$ cat config.mk
export PLATFORM = sky130hd
export DESIGN_NAME = steering_angle_integrator_flat
export DESIGN_NICKNAME = d
export VERILOG_FILES = /design/src/rtl/core/sai_pkg.sv /design/src/rtl/core/sai_if.sv /design/src/rtl/core/steering_angle_integrator.sv /design/src/rtl/core/sai_ctrl.sv /design/src/rtl/core/sai_datapath.sv /design/src/flat_wrapper.sv
export SDC_FILE = /design/constraint.sdc
export NUM_CORES = 2
export LEC_CHECK = 0
export BUFFER_PORTS_ARGS = -buffer_cell sky130_fd_sc_hd__buf_2
export CAP_MARGIN = 10
export CORE_UTILIZATION = 45
export DETAILED_ROUTE_END_ITERATION = 6
export GPL_TIMING_DRIVEN = 0
export PLACE_DENSITY = 0.58
export SLEW_MARGIN = 20
export SYNTH_ARGS = -nofsm -noshare
export SYNTH_HDL_FRONTEND = slang
export SYNTH_HIERARCHICAL = 1
export SYNTH_SLANG_ARGS = --single-unit
$ cat constraint.sdc
create_clock -name clk_i -period 12.4 [get_ports clk_i]
set_input_delay 1.24 -clock clk_i [delete_from_list [all_inputs] [get_ports clk_i]]
set_output_delay 1.24 -clock clk_i [all_outputs]
set_load 0.1 [all_outputs]
$ cat src/rtl/core/sai_pkg.sv
// ----------------------------------------------------------------------------
// sai_pkg
// Types, constants and tables of the steering angle integrator.
// ----------------------------------------------------------------------------
package sai_pkg;

  localparam int CoordBits     = 12;
  localparam int AngleFracBits = 10;
  localparam int AngleBits     = 17;
  localparam int QuadBits      = 3;
  localparam int OutcomeBits   = 2;
  localparam int CfgIdxBits    = 2;
  localparam int CordicSteps   = 18;
  localparam int StepBits      = 5;
  // cordic operands: 13 bits of magnitude shifted by 14, with growth headroom
  localparam int CordicBits    = 30;
  localparam int ZBits         = 24;

  localparam logic [CfgIdxBits-1:0] CfgCenterX = 2'd0;
  localparam logic [CfgIdxBits-1:0] CfgCenterY = 2'd1;
  localparam logic [CfgIdxBits-1:0] CfgDeadRad = 2'd2;
  localparam logic [CfgIdxBits-1:0] CfgBand    = 2'd3;

  localparam logic [OutcomeBits-1:0] OutIgnored = 2'd0;
  localparam logic [OutcomeBits-1:0] OutCommit  = 2'd1;
  localparam logic [OutcomeBits-1:0] OutRotHold = 2'd2;
  localparam logic [OutcomeBits-1:0] OutCmtHold = 2'd3;

  localparam logic [QuadBits-1:0] QuadNone = 3'd0;
  localparam logic [QuadBits-1:0] Quad1    = 3'd1;
  localparam logic [QuadBits-1:0] Quad2    = 3'd2;
  localparam logic [QuadBits-1:0] Quad3    = 3'd3;
  localparam logic [QuadBits-1:0] Quad4    = 3'd4;

  localparam logic signed [ZBits-1:0] Deg90 = 24'sd5898240;
  localparam logic [12:0] BendDistance = 13'd1300;
  localparam logic signed [AngleBits-1:0] RotLimit  = 17'sd34816;
  localparam logic signed [AngleBits-1:0] BendLimit = 17'sd61440;

  typedef enum logic [3:0] {
    StIdle, StRotInit, StRotRun, StBendInit, StBendRun, StStep, StCommit,
    StMapNum, StMapDiv, StOut
  } state_e;

  typedef struct packed {
    logic load;       // capture point, compute deltas
    logic cor_init_rot;
    logic cor_init_bend;
    logic cor_step;
    logic latch_step;
    logic commit;
    logic map_num;
    logic map_div;
    logic ignore;
  } cmd_t;

  typedef struct packed {
    logic in_radius;
    logic last_step;
  } sts_t;

  function automatic logic signed [ZBits-1:0] atan_lut(input logic [StepBits-1:0] i);
    logic signed [ZBits-1:0] v;
    case (i)
      5'd0:  v = 24'sd2949120;
      5'd1:  v = 24'sd1740967;
      5'd2:  v = 24'sd919879;
      5'd3:  v = 24'sd466945;
      5'd4:  v = 24'sd234379;
      5'd5:  v = 24'sd117304;
      5'd6:  v = 24'sd58666;
      5'd7:  v = 24'sd29335;
      5'd8:  v = 24'sd14668;
      5'd9:  v = 24'sd7334;
      5'd10: v = 24'sd3667;
      5'd11: v = 24'sd1833;
      5'd12: v = 24'sd917;
      5'd13: v = 24'sd458;
      5'd14: v = 24'sd229;
      5'd15: v = 24'sd115;
      5'd16: v = 24'sd57;
      5'd17: v = 24'sd29;
      default: v = '0;
    endcase
    return v;
  endfunction

  // offset*1024000 + milli*angle
  function automatic logic signed [40:0] motor_num(input logic signed [AngleBits-1:0] ang,
                                                   input logic signed [15:0] milli,
                                                   input logic [11:0] offset);
    logic signed [32:0] prod;
    prod = 33'(milli) * 33'(ang);
    return 41'(signed'({1'b0, offset})) * 41'sd1024000 + 41'(prod);
  endfunction

  // round half up of num/1024000, saturated 0..4095; num stays below 2^32
  // divide by 8192, then by 125 through the reciprocal ceil(2^26/125)
  function automatic logic [CoordBits-1:0] motor_div(input logic signed [40:0] num);
    logic [40:0] s;
    logic [38:0] prod;
    s = unsigned'(num) + 41'd512000;
    prod = s[31:13] * 20'd536871;
    if (num <= 0) return '0;
    if (prod[38:26] > 13'd4095) return 12'd4095;
    return prod[37:26];
  endfunction

endpackage

$ cat src/rtl/core/sai_if.sv
// ----------------------------------------------------------------------------
// sai_point_if / sai_result_if
// Valid/ready channels of the steering angle integrator.
// ----------------------------------------------------------------------------
interface sai_point_if import sai_pkg::*; ();
  logic                 valid;
  logic                 ready;
  logic [CoordBits-1:0] point_x;
  logic [CoordBits-1:0] point_y;
  modport source (output valid, point_x, point_y, input ready);
  modport sink   (input valid, point_x, point_y, output ready);
endinterface

interface sai_result_if import sai_pkg::*; ();
  logic                          valid;
  logic                          ready;
  logic [CoordBits-1:0]          motor_rotation;
  logic [CoordBits-1:0]          motor_bending;
  logic signed [AngleBits-1:0]   rotation_angle;
  logic signed [AngleBits-1:0]   bending_angle;
  logic [QuadBits-1:0]           quadrant;
  logic [OutcomeBits-1:0]        outcome;
  modport source (output valid, motor_rotation, motor_bending, rotation_angle,
                  bending_angle, quadrant, outcome, input ready);
  modport sink   (input valid, motor_rotation, motor_bending, rotation_angle,
                  bending_angle, quadrant, outcome, output ready);
endinterface

$ cat src/rtl/core/steering_angle_integrator.sv
// ----------------------------------------------------------------------------
// steering_angle_integrator
// Integrates rotation and bending angles from one target point per frame.
// ----------------------------------------------------------------------------
// channel   dir  payload
// pt        in   point_x, point_y
// res       out  motor_rotation, motor_bending, rotation_angle, bending_angle,
//                quadrant, outcome
// cfg       in   cfg_we_i, cfg_idx_i, cfg_data_i
// An inside point has its result valid after two 18-step cordic passes on one
// shared unit, the step latch, the commit and the numerator and divide mapping
// states; an ignored point right after the radius test. One item at a time.
// Reset restores the default registers and clears angles and setpoints.
// The result holds until taken; the next point is accepted the cycle after.
module steering_angle_integrator import sai_pkg::*; (
  input  logic                  clk_i,
  input  logic                  rst_ni,
  input  logic                  cfg_we_i,
  input  logic [CfgIdxBits-1:0] cfg_idx_i,
  input  logic [CoordBits-1:0]  cfg_data_i,
  sai_point_if.sink             pt,
  sai_result_if.source          res
);

  cmd_t cmd;
  sts_t sts;

  sai_ctrl u_ctrl (
    .clk_i, .rst_ni,
    .in_valid_i (pt.valid), .in_ready_o (pt.ready),
    .out_valid_o(res.valid), .out_ready_i(res.ready),
    .sts_i(sts), .cmd_o(cmd)
  );

  sai_datapath u_dp (
    .clk_i, .rst_ni, .cfg_we_i, .cfg_idx_i, .cfg_data_i,
    .point_x_i(pt.point_x), .point_y_i(pt.point_y),
    .cmd_i(cmd), .sts_o(sts),
    .motor_rotation_o(res.motor_rotation), .motor_bending_o(res.motor_bending),
    .rotation_angle_o(res.rotation_angle), .bending_angle_o(res.bending_angle),
    .quadrant_o(res.quadrant), .outcome_o(res.outcome)
  );

endmodule

$ cat src/rtl/core/sai_ctrl.sv
// ----------------------------------------------------------------------------
// sai_ctrl
// Sequencer: for inside points two cordic passes, commit, mapping; handshake.
// ----------------------------------------------------------------------------
module sai_ctrl import sai_pkg::*; (
  input  logic clk_i,
  input  logic rst_ni,
  input  logic in_valid_i,
  output logic in_ready_o,
  output logic out_valid_o,
  input  logic out_ready_i,
  input  sts_t sts_i,
  output cmd_t cmd_o
);

  state_e state_q, state_d;

  always_ff @(posedge clk_i or negedge rst_ni) begin
    if (!rst_ni) begin
      state_q <= StIdle;
    end else begin
      state_q <= state_d;
    end
  end

  always_comb begin
    state_d = state_q;
    case (state_q)
      StIdle:     if (in_valid_i) state_d = StRotInit;
      StRotInit:  state_d = sts_i.in_radius ? StRotRun : StOut;
      StRotRun:   if (sts_i.last_step) state_d = StBendInit;
      StBendInit: state_d = StBendRun;
      StBendRun:  if (sts_i.last_step) state_d = StStep;
      StStep:     state_d = StCommit;
      StCommit:   state_d = StMapNum;
      StMapNum:   state_d = StMapDiv;
      StMapDiv:   state_d = StOut;
      StOut:      if (out_ready_i) state_d = StIdle;
      default:    state_d = StIdle;
    endcase
  end

  always_comb begin
    cmd_o       = '0;
    in_ready_o  = 1'b0;
    out_valid_o = 1'b0;
    case (state_q)
      StIdle: begin
        in_ready_o = 1'b1;
        cmd_o.load = in_valid_i;
      end
      StRotInit: begin
        cmd_o.cor_init_rot = sts_i.in_radius;
        cmd_o.ignore       = !sts_i.in_radius;
      end
      StRotRun:   cmd_o.cor_step = 1'b1;
      StBendInit: cmd_o.cor_init_bend = 1'b1;
      StBendRun:  cmd_o.cor_step = 1'b1;
      StStep:     cmd_o.latch_step = 1'b1;
      StCommit:   cmd_o.commit = 1'b1;
      StMapNum:   cmd_o.map_num = 1'b1;
      StMapDiv:   cmd_o.map_div = 1'b1;
      StOut:      out_valid_o = 1'b1;
      default: begin
      end
    endcase
  end

endmodule

$ cat src/rtl/core/sai_datapath.sv
// ----------------------------------------------------------------------------
// sai_datapath
// Deltas, radius test, shared cordic, angle integration and motor mapping.
// ----------------------------------------------------------------------------
module sai_datapath import sai_pkg::*; (
  input  logic                        clk_i,
  input  logic                        rst_ni,
  input  logic                        cfg_we_i,
  input  logic [CfgIdxBits-1:0]       cfg_idx_i,
  input  logic [CoordBits-1:0]        cfg_data_i,
  input  logic [CoordBits-1:0]        point_x_i,
  input  logic [CoordBits-1:0]        point_y_i,
  input  cmd_t                        cmd_i,
  output sts_t                        sts_o,
  output logic [CoordBits-1:0]        motor_rotation_o,
  output logic [CoordBits-1:0]        motor_bending_o,
  output logic signed [AngleBits-1:0] rotation_angle_o,
  output logic signed [AngleBits-1:0] bending_angle_o,
  output logic [QuadBits-1:0]         quadrant_o,
  output logic [OutcomeBits-1:0]      outcome_o
);

  logic [CoordBits-1:0] cx_q, cy_q, rad_q, band_q;
  logic [CoordBits-1:0] adx_q, ady_q;
  logic right_q, upper_q, in_radius_q;
  logic signed [CordicBits-1:0] x_q, y_q;
  logic signed [ZBits-1:0] z_q, z_rot_q;
  logic [StepBits-1:0] i_q;
  logic zero_q, full_q, zero_rot_q, full_rot_q;
  logic signed [AngleBits-1:0] rot_step_q;
  logic signed [AngleBits:0] bend_step_q;
  logic signed [AngleBits-1:0] nrot_q, nbend_q;
  logic upd_rot_q, upd_bend_q;
  logic signed [40:0] num_rot_q, num_bend_q;
  logic signed [AngleBits-1:0] rot_q, bend_q;
  logic [QuadBits-1:0] quad_q;
  logic [CoordBits-1:0] mrot_q, mbend_q;
  logic [OutcomeBits-1:0] outcome_q;

  logic signed [CoordBits:0] dx, dy;
  logic [2*CoordBits+1:0] dist2, rad2;
  logic signed [CordicBits-1:0] x_sh, y_sh, x_n, y_n;
  logic signed [ZBits-1:0] z_n, a_rot, a_bend;
  logic [ZBits-1:0] rot_bias;
  logic [32:0] rot_prod;
  logic [ZBits+AngleFracBits-1:0] bend_num;
  logic signed [AngleBits-1:0] rot_step;
  logic signed [AngleBits:0] bend_step;
  logic signed [AngleBits+1:0] rot_sum, bend_sum;
  logic signed [AngleBits-1:0] new_rot, new_bend;
  logic [QuadBits-1:0] q;
  logic rot_hold, cmt_hold;

  assign dx = signed'({1'b0, point_x_i}) - signed'({1'b0, cx_q});
  assign dy = signed'({1'b0, point_y_i}) - signed'({1'b0, cy_q});
  assign dist2 = 26'((dx < 0 ? -dx : dx) * (dx < 0 ? -dx : dx))
               + 26'((dy < 0 ? -dy : dy) * (dy < 0 ? -dy : dy));
  assign rad2 = 26'(rad_q * rad_q);

  always_ff @(posedge clk_i or negedge rst_ni) begin
    if (!rst_ni) begin
      cx_q <= 12'd940; cy_q <= 12'd555; rad_q <= 12'd125; band_q <= 12'd125;
    end else if (cfg_we_i) begin
      case (cfg_idx_i)
        CfgCenterX: cx_q <= cfg_data_i;
        CfgCenterY: cy_q <= cfg_data_i;
        CfgDeadRad: rad_q <= cfg_data_i;
        CfgBand:    band_q <= cfg_data_i;
        default: begin
        end
      endcase
    end
  end

  // cordic iteration
  assign x_sh = x_q >>> i_q;
  assign y_sh = y_q >>> i_q;
  always_comb begin
    if (y_q > 0) begin
      x_n = x_q + y_sh; y_n = y_q - x_sh; z_n = z_q + atan_lut(i_q);
    end else begin
      x_n = x_q - y_sh; y_n = y_q + x_sh; z_n = z_q - atan_lut(i_q);
    end
  end

  always_ff @(posedge clk_i) begin
    if (cmd_i.load) begin
      adx_q       <= CoordBits'(dx < 0 ? -dx : dx);
      ady_q       <= CoordBits'(dy < 0 ? -dy : dy);
      right_q     <= !dx[CoordBits];
      upper_q     <= dy <= 0;
      in_radius_q <= dist2 < rad2;
    end
    if (cmd_i.cor_init_rot) begin
      x_q <= CordicBits'({ady_q, 14'd0});
      y_q <= CordicBits'({adx_q, 14'd0});
      z_q <= '0; i_q <= '0;
      zero_q <= adx_q == '0; full_q <= ady_q == '0;
    end else if (cmd_i.cor_init_bend) begin
      z_rot_q <= z_q; zero_rot_q <= zero_q; full_rot_q <= full_q;
      x_q <= CordicBits'({BendDistance, 14'd0});
      y_q <= CordicBits'({ady_q, 14'd0});
      z_q <= '0; i_q <= '0;
      zero_q <= ady_q == '0; full_q <= 1'b0;
    end else if (cmd_i.cor_step) begin
      x_q <= x_n; y_q <= y_n; z_q <= z_n; i_q <= i_q + 1'b1;
    end
    if (cmd_i.latch_step) begin
      rot_step_q  <= rot_step;
      bend_step_q <= bend_step;
    end
    if (cmd_i.commit) begin
      nrot_q     <= new_rot;
      nbend_q    <= new_bend;
      upd_rot_q  <= !rot_hold;
      upd_bend_q <= !cmt_hold;
    end
    if (cmd_i.map_num) begin
      num_rot_q  <= motor_num(nrot_q, -16'sd17755, 12'd2810);
      num_bend_q <= (q == Quad1 || q == Quad2) ? motor_num(nbend_q, 16'sd5750, 12'd2384)
                                               : motor_num(nbend_q, 16'sd5432, 12'd2415);
    end
  end

  assign sts_o.in_radius = in_radius_q;
  assign sts_o.last_step = i_q == StepBits'(CordicSteps - 1);

  function automatic logic signed [ZBits-1:0] atan_fix(input logic signed [ZBits-1:0] z,
                                                       input logic zero, input logic full);
    if (zero) return '0;
    if (full) return Deg90;
    if (z < 0) return '0;
    if (z > Deg90) return Deg90;
    return z;
  endfunction

  assign a_rot  = atan_fix(z_rot_q, zero_rot_q, full_rot_q);
  assign a_bend = atan_fix(z_q, zero_q, full_q);
  // rotation step = floor((a + 320) / 640): shift by 7, then /5 by reciprocal
  assign rot_bias  = unsigned'(a_rot) + 24'd320;
  assign rot_prod  = rot_bias[22:7] * 17'd52429;
  assign rot_step  = signed'({2'b00, rot_prod[32:18]});
  assign bend_num  = {a_bend[ZBits-2:0], 10'd0, 1'b0} >> 1;
  assign bend_step = (AngleBits+1)'((bend_num + 34'd32768) >> 16);

  assign q = right_q ? (upper_q ? Quad1 : Quad4) : (upper_q ? Quad2 : Quad3);
  assign rot_hold = (ady_q < band_q) &&
    ((q == Quad1 && quad_q == Quad4) || (q == Quad4 && quad_q == Quad1) ||
     (q == Quad2 && quad_q == Quad3) || (q == Quad3 && quad_q == Quad2));
  assign cmt_hold = q == Quad1 && quad_q == Quad3;

  assign rot_sum = (q == Quad1 || q == Quad3) ? 19'(rot_q) + 19'(rot_step_q)
                                              : 19'(rot_q) - 19'(rot_step_q);
  assign bend_sum = (q == Quad1 || q == Quad2) ? 19'(bend_q) - 19'(bend_step_q)
                                               : 19'(bend_q) + 19'(bend_step_q);
  assign new_rot = rot_hold ? rot_q :
                   rot_sum > 19'(RotLimit) ? RotLimit :
                   rot_sum < -19'(RotLimit) ? -RotLimit : AngleBits'(rot_sum);
  assign new_bend = bend_sum > 19'(BendLimit) ? BendLimit :
                    bend_sum < -19'(BendLimit) ? -BendLimit : AngleBits'(bend_sum);

  always_ff @(posedge clk_i or negedge rst_ni) begin
    if (!rst_ni) begin
      rot_q <= '0; bend_q <= '0; quad_q <= QuadNone;
      mrot_q <= '0; mbend_q <= '0; outcome_q <= OutIgnored;
    end else if (cmd_i.ignore) begin
      outcome_q <= OutIgnored;
    end else if (cmd_i.commit) begin
      if (cmt_hold) begin
        outcome_q <= OutCmtHold;
      end else begin
        rot_q  <= new_rot;
        bend_q <= new_bend;
        quad_q <= q;
        outcome_q <= rot_hold ? OutRotHold : OutCommit;
      end
    end else if (cmd_i.map_div) begin
      if (upd_rot_q) mrot_q <= motor_div(num_rot_q);
      if (upd_bend_q) mbend_q <= motor_div(num_bend_q);
    end
  end

  assign motor_rotation_o = mrot_q;
  assign motor_bending_o  = mbend_q;
  assign rotation_angle_o = rot_q;
  assign bending_angle_o  = bend_q;
  assign quadrant_o       = quad_q;
  assign outcome_o        = outcome_q;

endmodule

$ cat src/flat_wrapper.sv
// flat-port wrapper written by rule: the top's interface ports become plain ports
module steering_angle_integrator_flat import sai_pkg::*;
  (clk_i, rst_ni, cfg_we_i, cfg_idx_i, cfg_data_i, pt_valid, pt_point_x, pt_point_y, pt_ready, res_valid, res_motor_rotation, res_motor_bending, res_rotation_angle, res_bending_angle, res_quadrant, res_outcome, res_ready);
  sai_point_if pt_i ();
  sai_result_if res_i ();
  input  logic clk_i;
  input  logic rst_ni;
  input  logic cfg_we_i;
  input  logic [CfgIdxBits-1:0] cfg_idx_i;
  input  logic [CoordBits-1:0] cfg_data_i;
  input wire logic [$bits(pt_i.valid)-1:0] pt_valid;
  input wire logic [$bits(pt_i.point_x)-1:0] pt_point_x;
  input wire logic [$bits(pt_i.point_y)-1:0] pt_point_y;
  output wire logic [$bits(pt_i.ready)-1:0] pt_ready;
  output wire logic [$bits(res_i.valid)-1:0] res_valid;
  output wire logic [$bits(res_i.motor_rotation)-1:0] res_motor_rotation;
  output wire logic [$bits(res_i.motor_bending)-1:0] res_motor_bending;
  output wire logic [$bits(res_i.rotation_angle)-1:0] res_rotation_angle;
  output wire logic [$bits(res_i.bending_angle)-1:0] res_bending_angle;
  output wire logic [$bits(res_i.quadrant)-1:0] res_quadrant;
  output wire logic [$bits(res_i.outcome)-1:0] res_outcome;
  input wire logic [$bits(res_i.ready)-1:0] res_ready;
  assign pt_i.valid = pt_valid;
  assign pt_i.point_x = pt_point_x;
  assign pt_i.point_y = pt_point_y;
  assign pt_ready = pt_i.ready;
  assign res_valid = res_i.valid;
  assign res_motor_rotation = res_i.motor_rotation;
  assign res_motor_bending = res_i.motor_bending;
  assign res_rotation_angle = res_i.rotation_angle;
  assign res_bending_angle = res_i.bending_angle;
  assign res_quadrant = res_i.quadrant;
  assign res_outcome = res_i.outcome;
  assign res_i.ready = res_ready;
  steering_angle_integrator u_core (.clk_i(clk_i), .rst_ni(rst_ni), .cfg_we_i(cfg_we_i), .cfg_idx_i(cfg_idx_i), .cfg_data_i(cfg_data_i), .pt(pt_i), .res(res_i));
endmodule
* Word-level counts from Yosys, hierarchy flattened
Memories as Yosys holds them, arrays and structs flattened. A register that Yosys moved wholly into a read port is not among the register bits.
Index checks and enable logic that the tools add are counted.
** Storage, ports and cells
- Input port bits :: 43
- Bits in read-only memories :: 1408
- Output and inout bits :: 65
- Word-level logic and storage cells :: 274
- Register bits after elaboration :: 402
- Memories :: 2
** Operators by class
- Equal/unequal tests :: 25
- Bitwise gates (word level) :: 4
- Magnitude comparators :: 18
- Multiplexer cells :: 121
- Multiply operators :: 9
- Reduce and logical (&&, ||, !) cells :: 33
- $add $sub $neg :: 25
- Shift operators :: 2
** Memory list
- (no name shown) :: depth 32, width 22, rd ports 1, clocked after Yosys merged registers in 1, wr ports 0, line sai_pkg.sv:64 : case (i)
- (no name shown) :: depth 32, width 22, rd ports 1, clocked after Yosys merged registers in 1, wr ports 0, line sai_pkg.sv:64
** Operators with widths (number)
- $mux 23 :: 16
- $mux 26 :: 8
- $mux 12 :: 10
- $mux 17 :: 5
- $mul 19x20->39 const B :: 2
- $mux 24 :: 3
- $add 33x31->34 const A :: 2
- $add 32x19->32 const B :: 2
- $add 30x30->30 :: 2
- $mux 30 :: 2
- $sshr 30x5->30 :: 2
- $sub 30x30->30 :: 2
- $mux 1 :: 58
- $mul 26x26->26 :: 2
- $neg 13->26 :: 2
- $gt 24x24->1 const B :: 2
- $lt 24x1->1 const B :: 2
- $le 41x1->1 const B :: 1
- $mux 41 :: 1
- $pmux 4 s10 :: 1
- $gt 19x17->1 const B :: 2
- $lt 19x17->1 const B :: 2
- $mux 19 :: 2
- $add 33x16->34 const B :: 1
- other kinds (53) :: 105

* Longest topological paths before layout
- Depth in word-level cells :: 13
- Depth in mapped cells :: 51
- Mapped depth without buffers :: 50

* Hierarchy
Netlist, hierarchy kept.
** By module, submodules not included
- sai_datapath :: cells each 8218, area each 79242.2 um^2, instances 1
- sai_ctrl :: cells each 42, area each 336.6 um^2, instances 1

* Least setup slack after synthesis
Ideal clock, no wire load.
- Path kind :: input port to flip-flop
- From :: in pt_point_x[0]
- To :: reg u_core.u_dp.in_radius_q, data pin
- Stages on the path :: 49
- Arrival time :: 11733 ps
- Setup slack :: 460 ps
- Path buffers :: 1
- Required time :: 12193 ps
- Path through :: inv_1 -> ha_1 -> inv_1 -> fa_1 -> a21o_1 -> a21oi_1 -> o21ai_0 -> a21oi_1 -> o21ai_0 -> a21oi_1 -> o21a_1 -> o21ai_0 -> nand2_1 -> inv_2 -> nor2_1 -> xor2_1 -> inv_1 -> clkbuf_1 -> (+13 left out) -> fa_1 -> inv_1 -> ha_1 -> and2_1 -> a31o_2 -> a41o_1 -> a41oi_1 -> a211oi_1 -> a21oi_1 -> xnor2_1 -> ha_1 -> a21o_1 -> a21o_1 -> a21oi_1 -> nor2b_1 -> o21ai_0 -> nand2b_1 -> a2111oi_0
** On the way
- Word-level cells in the longest chain between the ends :: 6
- Elaborated cells between the ends (all ways) :: 7
** RTL lines
- from (decl) :: line flat_wrapper.sv:12 : input wire logic [$bits(pt_i.point_x)-1:0] pt_point_x;
- $sub 12x12->13 * :: line sai_datapath.sv:54 : assign dx = signed'({1'b0, point_x_i}) - signed'({1'b0, cx_q});
- $neg 13->26 / $lt 13x1->1 (equally long branches) :: line sai_datapath.sv:56 : assign dist2 = 26'((dx < 0 ? -dx : dx) * (dx < 0 ? -dx : dx))
- $mux 26 * :: line sai_datapath.sv:56
- $mul 26x26->26 * :: line sai_datapath.sv:56
- $add 26x26->26 * :: line sai_datapath.sv:57 : + 26'((dy < 0 ? -dy : dy) * (dy < 0 ? -dy : dy));
- $lt 26x24->1 * :: line sai_datapath.sv:92 : in_radius_q <= dist2 < rad2;
- to (signal assigned) :: line sai_datapath.sv:92
- to (decl) :: line sai_datapath.sv:25 : logic right_q, upper_q, in_radius_q;
Every way passes the cells marked *; elsewhere a longest branch is shown, timed or not.
A chain may end at the register's enable or synchronous reset.

* Worst setup path in the final report
Ends and elaborated chain as after synthesis.

==> metrics.txt <==
status completed; vias per inst roughly 5.3; first-pass GRT wire length roughly 340 mm; routability cong. 0.946; largest area contributor in the netlist fa_1; Clk Latency, worst-skew pair roughly 0.71 ns; Final Instance Area between 0.08 and 0.09 mm2; CTS root buf clkbuf_16; # fillers about 16000; largest net degree at the start of global routing 62; fin util 0.499; Net count, final 11148; dpl ws -2.18 ns; CTS Sinks 414; Worst path max stage delay 0.56 ns; total global routing overflow 0; Max Root-Sink Buffers 3; Die H between 400 and 500 um; register area share after synthesis 0.138; CP most frequent cell fa_1; Final Max Slew Viols 0; DP Area 0.0844 mm2; Post-Synthesis Cells approximately 8300; FF-to-FF Start u_core/u_dp/cy_q[1]; number of enable flip-flop cells after synthesis around 210; ys flop type edfxtp_1; register area 0.0110 mm2; detailed placer's ending HPWL between 150 and 200 mm; setup slack, reg-to-reg approximately 0.62 ns; Buffers on Ports around 110; cts bufs inserted 55; worst path arrival time approximately 13 ns; Worst Path Required 12.85 ns; Core Region ~0.17 mm2; Total GRT Usage 0.240; worst hold path class input port to async pin; vias in the first global route slightly above 60000; WL/cell 19.0 um; reg2reg end u_core/u_dp/in_radius_q; # setup viols final 0; Least-Margin Pin Slew 1.20 ns; clk slew on worst S/H paths around 0.090 ns; Mapped Area about 0.08 mm2; Synth top area share 0.278; Ports around 110; post-synthesis async set-or-reset flop share 0.278; slew margin rel. 0.191; Fin. Hold Viols 0; setup_tns 0 ns; synth warn 6; post-route clock period utilization 0.978; synthesis-to-layout area growth 9.70%; initial antenna violation count 7; fin worst setup slack ~0.28 ns; CP bufs+invs 9; Worst Skew between 0.04 and 0.05 ns; CP Max Fanout 10; top achievable clock speed 0.0825 GHz; Multi-input gate area around 0.063 mm2; count leader, synth inv_1; vias post-DR 58625; Critical path destination u_core/u_dp/in_radius_q; Starting Density 0.455; Worst path depth 45; Residual DRC 0; cell class contributing the biggest share of worst-path delay adder cells; 1st-iter DRT viols 2985; minimum clock period 12.12 ns; #FFs+latches synth approximately 410; CP startpoint pt_point_x[0]; die area between 0.15 and 0.2 mm2; max cap viols 0; layout cell share with drive strength beyond 1 0.0704; H-tree Lvls 2; post-synthesis cell type count 103; commonest cells in the netlist 1771 x inv_1, 1252 x ha_1, 1105 x fa_1; CP Class input port to register; synth top area cells fa_1 28%, ha_1 20%, inv_1 8.4%, edfxtp_1 8.0%, xnor2_1 3.4%; Site Rows ~150; slowest CP cell fa_1; Post-Synthesis Mean Instance Area 9.63 um2; CTS tree yes; Worst R2R Path Depth 45; Setup crit end kind register; startpoint types input port; DIE WIDTH 423 um; DRT antenna net count 0; detailed-router iteration count before antenna repair 6; final wirelength roughly 210 mm
## flip-flops by register name, indices dropped and copies added (netlist names), 18 cells and up, named ones only
| name | flops |
|---|---|
| u_core/u_dp/y_q | 30 |
| u_core/u_dp/x_q | 30 |
| u_core/u_dp/bend_step_q | 18 |
| u_core/u_dp/z_rot_q | 24 |
| u_core/u_dp/num_bend_q | 31 |
| u_core/u_dp/num_rot_q | 34 |
| u_core/u_dp/z_q | 24 |
## placed cells by master, fill, tap and decap left out, drive strengths merged, types with 23 or more instances in the layout
master,count
dfstp,23
dfrtp,92
fa,1105
or2,41
o21bai,23
a21o,114
a21oi,293
o31ai,43
mux4,81
conb,283
clkbuf,180
nor2b,78
a22o,35
o21ai,259
mux2i,50
nor4,49
buf,195
a211oi,55
or3,28
mux2,75
ha,1252
nor2,500
a21boi,24
nand4,35
xor2,206
a31oi,41
nand2,418
clkinv,25
and2,111
nand3,98
nor3,114
edfxtp,212
o21a,63
xnor2,311
and3,39
dfxtp,87
inv,1785
nand2b,60
## per-stage QoR
stage          instances  hold WS, ns
3_5_place_dp       10984        0.478
4_1_cts            11092        0.461
3_3_place_gp       10973        0.476
5_1_grt            11124        0.496
6_report           11127        0.472
2_1_floorplan       8541        0.435
## what timing repair did
item	4_1_cts	5_1_grt
hold buffers	0	0
resized for setup	48	77
pin swaps	3	17
buffers inserted	4	29
cloned	0	0
endpoints found under the setup margin	1	1
## how the worst min path moves through the flow
stage / start / slack (ns) / end
detailed placement: u_core/u_dp/motor_rotation_o[11] / 0.48 / u_core/u_dp/motor_rotation_o[11]
floorplan: u_core/u_dp/z_q[10] / 0.43 / u_core/u_dp/z_rot_q[10]
global placement: u_core/u_dp/motor_rotation_o[1] / 0.48 / u_core/u_dp/motor_rotation_o[1]
CTS: rst_ni / 0.46 / u_core/u_dp/motor_rotation_o[1]
global route: rst_ni / 0.50 / u_core/u_dp/motor_rotation_o[1]
finish: rst_ni / 0.47 / u_core/u_dp/motor_rotation_o[1]
## cells by family (layout without fill, tap and decap cells)
logic type      after synthesis  after routing  share of synthesized area
fa+ha+maj                  2357           2357                      0.475
buf+inv                    1948           2202                     0.0930
simple gates               1638           1638                     0.0991
compound gates             1178           1178                     0.0977
xor+xnor                    517            517                     0.0570
flops                       414            414                      0.138
mux                         206            206                     0.0399
other cells                   2            290                  0.0000944
## cell type report
type                       count  share of cell area
buffer                       156             0.00821
multi-input combinational   6179               0.720
clock inverter                37             0.00623
inverter                    1790              0.0775
clock buffer                  67              0.0171
antenna                        7            0.000201
timing repair buffer         152              0.0115
tap                         2325              0.0333
sequential                   414               0.126
## routing by layer
metal / share of wire / wire (um) / track usage
met1: 0.41 / 87000 / 0.295
met2: 0.50 / 106000 / 0.430
met3: 0.037 / 7840 / 0.0238
met4: 0.047 / 9860 / 0.0957
met5: 0 / 0 / 0
Power is left out: the tool's default activity adds up to more than one toggle a clock period on the data nets, which glitch-free logic cannot reach.
